--- config.mk ---
export PLATFORM = sky130hd
export DESIGN_NAME = minifloat13_alu_core
export DESIGN_NICKNAME = d
export VERILOG_FILES = /design/src/rtl/mf13_pkg.sv /design/src/rtl/minifloat13_alu_core.sv
export VERILOG_INCLUDE_DIRS = /design/src /design/src/rtl
export SDC_FILE = /design/constraint.sdc
export NUM_CORES = 1
export LEC_CHECK = 0
export BUFFER_PORTS_ARGS = -buffer_cell sky130_fd_sc_hd__buf_2
export CORE_ASPECT_RATIO = 1.2
export CORE_MARGIN = 3
export CORE_UTILIZATION = 24
export DETAILED_ROUTE_END_ITERATION = 10
export PLACE_DENSITY = 0.44
export REMOVE_ABC_BUFFERS = 1
export SLEW_MARGIN = 20
export SYNTH_ARGS = -nofsm -noshare
export SYNTH_HDL_FRONTEND = slang
export SYNTH_SLANG_ARGS = --single-unit
--- constraint.sdc ---
create_clock -name clk_i -period 18.4 [get_ports clk_i]
set_input_delay 3.68 -clock clk_i [delete_from_list [all_inputs] [get_ports clk_i]]
set_output_delay 3.68 -clock clk_i [all_outputs]
set_load 0.005 [all_outputs]
--- src/rtl/minifloat13_alu_core_macros.svh ---
// Assertion macros shared by the RTL.
`ifndef MINIFLOAT13_ALU_CORE_MACROS_SVH
`define MINIFLOAT13_ALU_CORE_MACROS_SVH

// Implication checked on every rising clock edge outside reset.
`define MF_ASSERT_IMP(lbl, clk, rst_n, ante, cons, msg) \
  lbl: assert property (@(posedge clk) disable iff (!rst_n) (ante) |-> (cons)) \
    else $error(msg);

// Implication whose consequent is checked on the next rising clock edge.
`define MF_ASSERT_NEXT(lbl, clk, rst_n, ante, cons, msg) \
  lbl: assert property (@(posedge clk) disable iff (!rst_n) (ante) |=> (cons)) \
    else $error(msg);

`endif

--- src/rtl/mf13_pkg.sv ---
// ----------------------------------------------------------------------------
// mf13_pkg
// Types, operation codes and helpers for the 13-bit minifloat ALU.
// ----------------------------------------------------------------------------
package mf13_pkg;

  localparam int unsigned ExpW  = 6;
  localparam int unsigned FracW = 6;
  localparam int unsigned WordW = 1 + ExpW + FracW;

  localparam logic [ExpW-1:0]  ExpMax  = 6'd63;
  localparam logic [FracW-1:0] FracMax = 6'd63;
  localparam logic [ExpW:0]    ExpBias = 7'd32;

  typedef enum logic [1:0] {
    FuncAdd = 2'd0,
    FuncSub = 2'd1,
    FuncMul = 2'd2,
    FuncNop = 2'd3
  } func_e;

  typedef struct packed {
    logic [1:0]       func;
    logic [WordW-1:0] op_a;
    logic [WordW-1:0] op_b;
  } in_item_t;

  typedef struct packed {
    logic [WordW-1:0] result;
    logic             at_floor;
    logic             is_saturated;
  } out_item_t;

  function automatic logic [WordW-1:0] pack_word(logic s, logic [ExpW-1:0] e,
                                                  logic [FracW-1:0] f);
    return {s, e, f};
  endfunction

endpackage

--- src/rtl/minifloat13_alu_core.sv ---
// ----------------------------------------------------------------------------
// minifloat13_alu_core
// Registered ALU for 13-bit minifloat words: fraction add and subtract,
// multiply and pass-through, with floor and saturation flags.
// ----------------------------------------------------------------------------
// One item is accepted per cycle when the output side keeps up. Each item
// goes from the input register through one pass of logic (a 7x7 multiply or
// a 6-bit add with a priority encoder) into the result register, so a result
// is on the outputs once it has passed the input register and then the
// result register. The result register and the input register advance
// together whenever the output slot is free or is taken.
`include "minifloat13_alu_core_macros.svh"

module minifloat13_alu_core (
  input  logic                clk_i,
  input  logic                rst_ni,
  input  logic                in_valid_i,
  output logic                in_ready_o,
  input  mf13_pkg::in_item_t  in_item_i,
  output logic                out_valid_o,
  input  logic                out_ready_i,
  output mf13_pkg::out_item_t out_item_o
);

  logic                in_vld_q, out_vld_q;
  mf13_pkg::in_item_t  in_q;
  mf13_pkg::out_item_t out_q, out_d;
  logic                adv;

  assign adv         = !out_vld_q || out_ready_i;
  assign in_ready_o  = !in_vld_q || adv;
  assign out_valid_o = out_vld_q;
  assign out_item_o  = out_q;

  always_ff @(posedge clk_i or negedge rst_ni) begin
    if (!rst_ni) begin
      in_vld_q  <= 1'b0;
      out_vld_q <= 1'b0;
    end else begin
      if (in_ready_o) in_vld_q <= in_valid_i;
      if (adv) out_vld_q <= in_vld_q;
    end
  end

  always_ff @(posedge clk_i) begin
    if (in_ready_o && in_valid_i) in_q <= in_item_i;
    if (adv && in_vld_q) out_q <= out_d;
  end

  logic                     sa, sb, sm;
  logic [5:0]               ea, eb, fa, fb;
  logic [6:0]               add_sum;
  logic [6:0]               sub_m;
  logic [2:0]               k;
  logic [6:0]               sub_sh;
  logic [13:0]              prod;
  logic [7:0]               esum;
  logic [5:0]               fm;
  logic [mf13_pkg::WordW-1:0] r;

  always_comb begin
    sa = in_q.op_a[12];
    sb = in_q.op_b[12];
    ea = in_q.op_a[11:6];
    eb = in_q.op_b[11:6];
    fa = in_q.op_a[5:0];
    fb = in_q.op_b[5:0];
    sm = sa ^ sb;

    add_sum = {1'b0, fa} + {1'b0, fb};
    sub_m   = 7'd64 + {1'b0, fa} - {1'b0, fb};
    if (sub_m[5])      k = 3'd1;
    else if (sub_m[4]) k = 3'd2;
    else if (sub_m[3]) k = 3'd3;
    else if (sub_m[2]) k = 3'd4;
    else if (sub_m[1]) k = 3'd5;
    else               k = 3'd6;
    sub_sh = sub_m << k;

    prod = {1'b1, fa} * {1'b1, fb};
    if (prod[13]) begin
      esum = {2'b0, ea} + {2'b0, eb} + 8'd1;
      fm   = prod[12:7];
    end else begin
      esum = {2'b0, ea} + {2'b0, eb};
      fm   = prod[11:6];
    end

    case (mf13_pkg::func_e'(in_q.func))
      mf13_pkg::FuncAdd: begin
        if (add_sum[6]) begin
          if (ea == mf13_pkg::ExpMax)
            r = mf13_pkg::pack_word(sa, mf13_pkg::ExpMax, mf13_pkg::FracMax);
          else
            r = mf13_pkg::pack_word(sa, ea + 6'd1, {1'b0, add_sum[5:1]});
        end else begin
          r = mf13_pkg::pack_word(sa, ea, add_sum[5:0]);
        end
      end
      mf13_pkg::FuncSub: begin
        if (fa >= fb)
          r = mf13_pkg::pack_word(sa, ea, fa - fb);
        else if (ea < {3'b0, k})
          r = mf13_pkg::pack_word(sa, 6'd0, 6'd0);
        else
          r = mf13_pkg::pack_word(sa, ea - {3'b0, k}, sub_sh[5:0]);
      end
      mf13_pkg::FuncMul: begin
        if (esum < {1'b0, mf13_pkg::ExpBias})
          r = mf13_pkg::pack_word(sm, 6'd0, 6'd0);
        else if (esum - {1'b0, mf13_pkg::ExpBias} > {2'b0, mf13_pkg::ExpMax})
          r = mf13_pkg::pack_word(sm, mf13_pkg::ExpMax, mf13_pkg::FracMax);
        else
          r = mf13_pkg::pack_word(sm, esum[5:0] - mf13_pkg::ExpBias[5:0], fm);
      end
      default: r = in_q.op_a;
    endcase

    out_d.result       = r;
    out_d.at_floor     = (r[11:0] == 12'd0);
    out_d.is_saturated = (r[11:6] == mf13_pkg::ExpMax) && (r[5:0] == mf13_pkg::FracMax);
  end

  `MF_ASSERT_IMP(a_flags_excl, clk_i, rst_ni, out_valid_o,
    !(out_item_o.at_floor && out_item_o.is_saturated), "floor and saturated both set")
  `MF_ASSERT_NEXT(a_out_hold, clk_i, rst_ni, out_valid_o && !out_ready_i,
    out_valid_o && $stable(out_item_o), "stalled result changed")
  `MF_ASSERT_NEXT(a_pipe_fill, clk_i, rst_ni, in_vld_q && adv,
    out_valid_o, "pipeline lost an item")
  `MF_ASSERT_IMP(a_floor_flag, clk_i, rst_ni, out_valid_o,
    out_item_o.at_floor == (out_item_o.result[11:0] == 12'd0), "floor flag mismatch")

endmodule

==> impl_metrics.json <==
{
  "cts_max_level": 2,
  "cts_buffers": 5,
  "dieArea_mm2": 0.02276,
  "vias": 4212,
  "relSlewSlack_pct": 23.88,
  "synth_compound_area_share_pct": 20.90,
  "min_period_ns": 7.770,
  "syn_area_mm2": 0.005035,
  "totalWireLength_um": 14340,
  "rsz0062_at_grt": "false",
  "clk_pin_slew_ns": 0.06,
  "critPathLaunch": "out_ready_i",
  "die_x_um": 138.2,
  "pwr-share-clk_pct": 16.7,
  "tightest_slew_ns": 1.135,
  "slew_violations": 0,
  "start_util_pct": 24.68,
  "worstPathRequired_ns": 14.72,
  "r2r_cells": 26,
  "hold_viol": 0,
  "synth_xor_area_share_pct": 3.678,
  "cp-start-kind": "input port",
  "max_freq_mhz": 128.7,
  "final_nets": 697,
  "crit_end": "in_ready_o",
  "antenna_cells": 0,
  "grt_pass1_vias": 4384,
  "drive_gt1_share_pct": 13.80,
  "crit_chain": "buf_2 > nand3b_1 > buf_2",
  "clock-skew-final_ns": 0.008102,
  "port-buffer-count": 48,
  "cts_root_buffer": "clkbuf_16",
  "crit_slowest_cell": "nand3b_1",
  "endpoint_kind": "output port",
  "drcViolationCount": 0,
  "comb_power_share_pct": 58.7,
  "synth_top_cell_by_area": "edfxtp_1",
  "outcome": "completed",
  "gp_congestion": 0.8505,
  "leakage_nw": 2.344,
  "pre_cts_ws_ns": 10.63,
  "grt_pass1_wl_um": 23350,
  "p_switching_mw": 0.2422,
  "vias_per_cell": 4.944,
  "routedWlPerCell_um": 16.84,
  "postLayoutSetupSlackWorst_ns": 10.63,
  "yosys.area_share.simple_pct": 18.44,
  "p_per_area_mw_per_mm2": 95.98,
  "final_cells": 852,
  "reg2reg_from": "fa[1]",
  "synth_edf_count": 43,
  "syn_area_per_cell_um2": 9.221,
  "drt-pass1-iter-count": 4,
  "syn_to_final_growth_pct": 13.12,
  "synth-warning-count": 0,
  "ys_seq_area_share_pct": 26.64,
  "ys_seq_elements": 45,
  "swShare_pct": 44.31,
  "cts.sinks": 45,
  "netlist_instances": 546,
  "cts_tree": "built",
  "synth_area_leaders": "edfxtp_1, ha_1, fa_1",
  "gr-total-overflow": 0,
  "drtIter0Drc": 225,
  "crit_type": "in2out",
  "final-setup-viol-count": 0,
  "worstPathMaxFanout": 3,
  "r2r_slack_ns": 11.01,
  "final_design_area_no_fill_mm2": 0.005695,
  "async_flop_share_pct": 4.444,
  "die_y_um": 164.7,
  "dp_hpwl_um": 11280,
  "seq_power_share_pct": 24.6,
  "core-area_mm2": 0.02040,
  "rr_endpoint": "out_item_o[1]",
  "ir_drop_v": 0.00004094,
  "place_inst": 844,
  "cp_common_cell": "buf_2",
  "placed_area_mm2": 0.005550,
  "drv_cap": 0,
  "clockBufferDepth": 2,
  "cpPeakStageDelay_ns": 0.17,
  "clk_latency_ns": 0.30,
  "critPathArrivalTime_ns": 4.09,
  "fin_setup_tns_ns": 0,
  "finalCritPeriodShare_pct": 42.23,
  "synth_top_area_share_pct": 25.65,
  "p_int_mw": 0.3045,
  "yosys.area_share.adder_pct": 23.66,
  "synth_top_family_by_area": "adder cells",
  "synth.distinct_cells": 76,
  "grt_usage_pct": 12.79,
  "antenna_found_initial": 0,
  "ant_nets": 0,
  "cts_resized": 0,
  "holdBufCountCts": 0,
  "io_pins": 49,
  "yosys-mux-area-fraction_pct": 1.466,
  "post_cts_buffers": 0,
  "grt_max_degree": 29,
  "rows": 57,
  "hp-class": "reg2reg",
  "ys.flop_type": "edfxtp_1"
}
critical path: cells and delay by family:
| family | cells | cell delay, ns |
|---|---|---|
| simple gates | 1 | 0.17 |
| buf+inv | 2 | 0.24 |
power groups by stage:
stage                     sequential, mW  combinational (mW)  clock [mW]
after floorplan                    0.134               0.243           0
after global placement             0.137               0.316           0
after global routing               0.136               0.362       0.101
after CTS                          0.135               0.322      0.0957
final                              0.135               0.321      0.0910
after detailed placement           0.137               0.319           0
layout by cell type (no fill, tap or decap), types with 6 or more instances in the layout:
master,synthesis,layout
o21ai_0,28,28
nor3_1,10,10
xnor2_1,11,11
nand4_1,9,9
edfxtp_1,43,43
nand2_1,34,34
nand3_1,13,13
nor2_1,54,54
buf_2,2,48
ha_1,52,52
o22ai_1,6,6
nand2b_1,11,11
a211oi_1,13,13
inv_1,52,52
and3_1,7,7
fa_1,27,27
xor2_1,7,7
a21o_1,9,9
or3_1,6,6
a21oi_1,30,30
and2_1,7,7
per-stage QoR:
step	util, %	hold slack [ns]	total power, mW
6_report	27.92	0.4922	0.5467
5_1_grt	27.92	0.5350	0.5990
4_1_cts	27.92	0.4985	0.5522
3_5_place_dp	27.21	0.4828	0.4558
3_3_place_gp	27.21	0.4630	0.4527
2_1_floorplan	-	0.4490	0.3772
Yosys cell counts, types with 3 or more instances:
cell type,number
o21ai_0,28
o31ai_1,3
o22ai_1,6
or3_1,6
a21oi_1,30
o22a_1,4
o31a_1,3
nand4_1,9
o221ai_1,5
a211oi_1,13
mux2i_1,4
a31oi_1,5
nor3_1,10
ha_1,52
nand2_1,34
or2_2,3
fa_1,27
and3_1,7
edfxtp_1,43
o21a_1,4
nor2_1,54
a21o_1,9
nor3b_1,3
xor2_1,7
nor2b_1,5
and2_1,7
xnor2_1,11
or4_1,5
nand2b_1,11
nand3_1,13
inv_1,52
nor4_1,5
o311ai_0,3
clkbuf_1,13
kinds of logic after synthesis:
| group | after synthesis |
|---|---|
| and+or+nand+nor | 181 |
| AOI/OAI and AO/OA | 147 |
| adders and majority gates | 79 |
| buffers and inverters | 69 |
| DFF | 45 |
| xor gates and xnor gates | 19 |
| muxes | 6 |
layer usage:
metal / part of all wire [%] / GRT usage, % / vias to the layer above
met1: 43 / 15.63 / 2022
met3: 3.6 / 2.346 / 13
li1: - / - / 2089
met4: 1.2 / 2.785 / 0
met5: 0 / 0 / -
met2: 52 / 23.53 / 88
state kept, by name, indices dropped and copies added (netlist names):
signal and cells:
out_item_o 15, ea 6, eb 6, fa 6
fb 6, in_q 4, in_vld_q 1, out_valid_o 1
how the worst min path moves through the flow:
| stage | startpoint | endpoint | cells past startpoint |
|---|---|---|---|
| after detailed placement | in_vld_q | out_valid_o | 1 |
| after global routing | in_vld_q | out_valid_o | 1 |
| after floorplan | in_vld_q | out_valid_o | 1 |
| final | in_vld_q | out_valid_o | 1 |
| after global placement | in_vld_q | out_valid_o | 1 |
| after CTS | in_vld_q | out_valid_o | 1 |
layout make-up:
type	instances	area [µm²]
timing repair buffer	49	247.7
fill	2249	14700
inverter	53	198.9
clock inverter	2	16.27
tap	265	331.6
clock buffer	6	128.9
multi-input combinational	432	3431
sequential	45	1341
No activity file was read; power rests on OpenSTA's default activity.
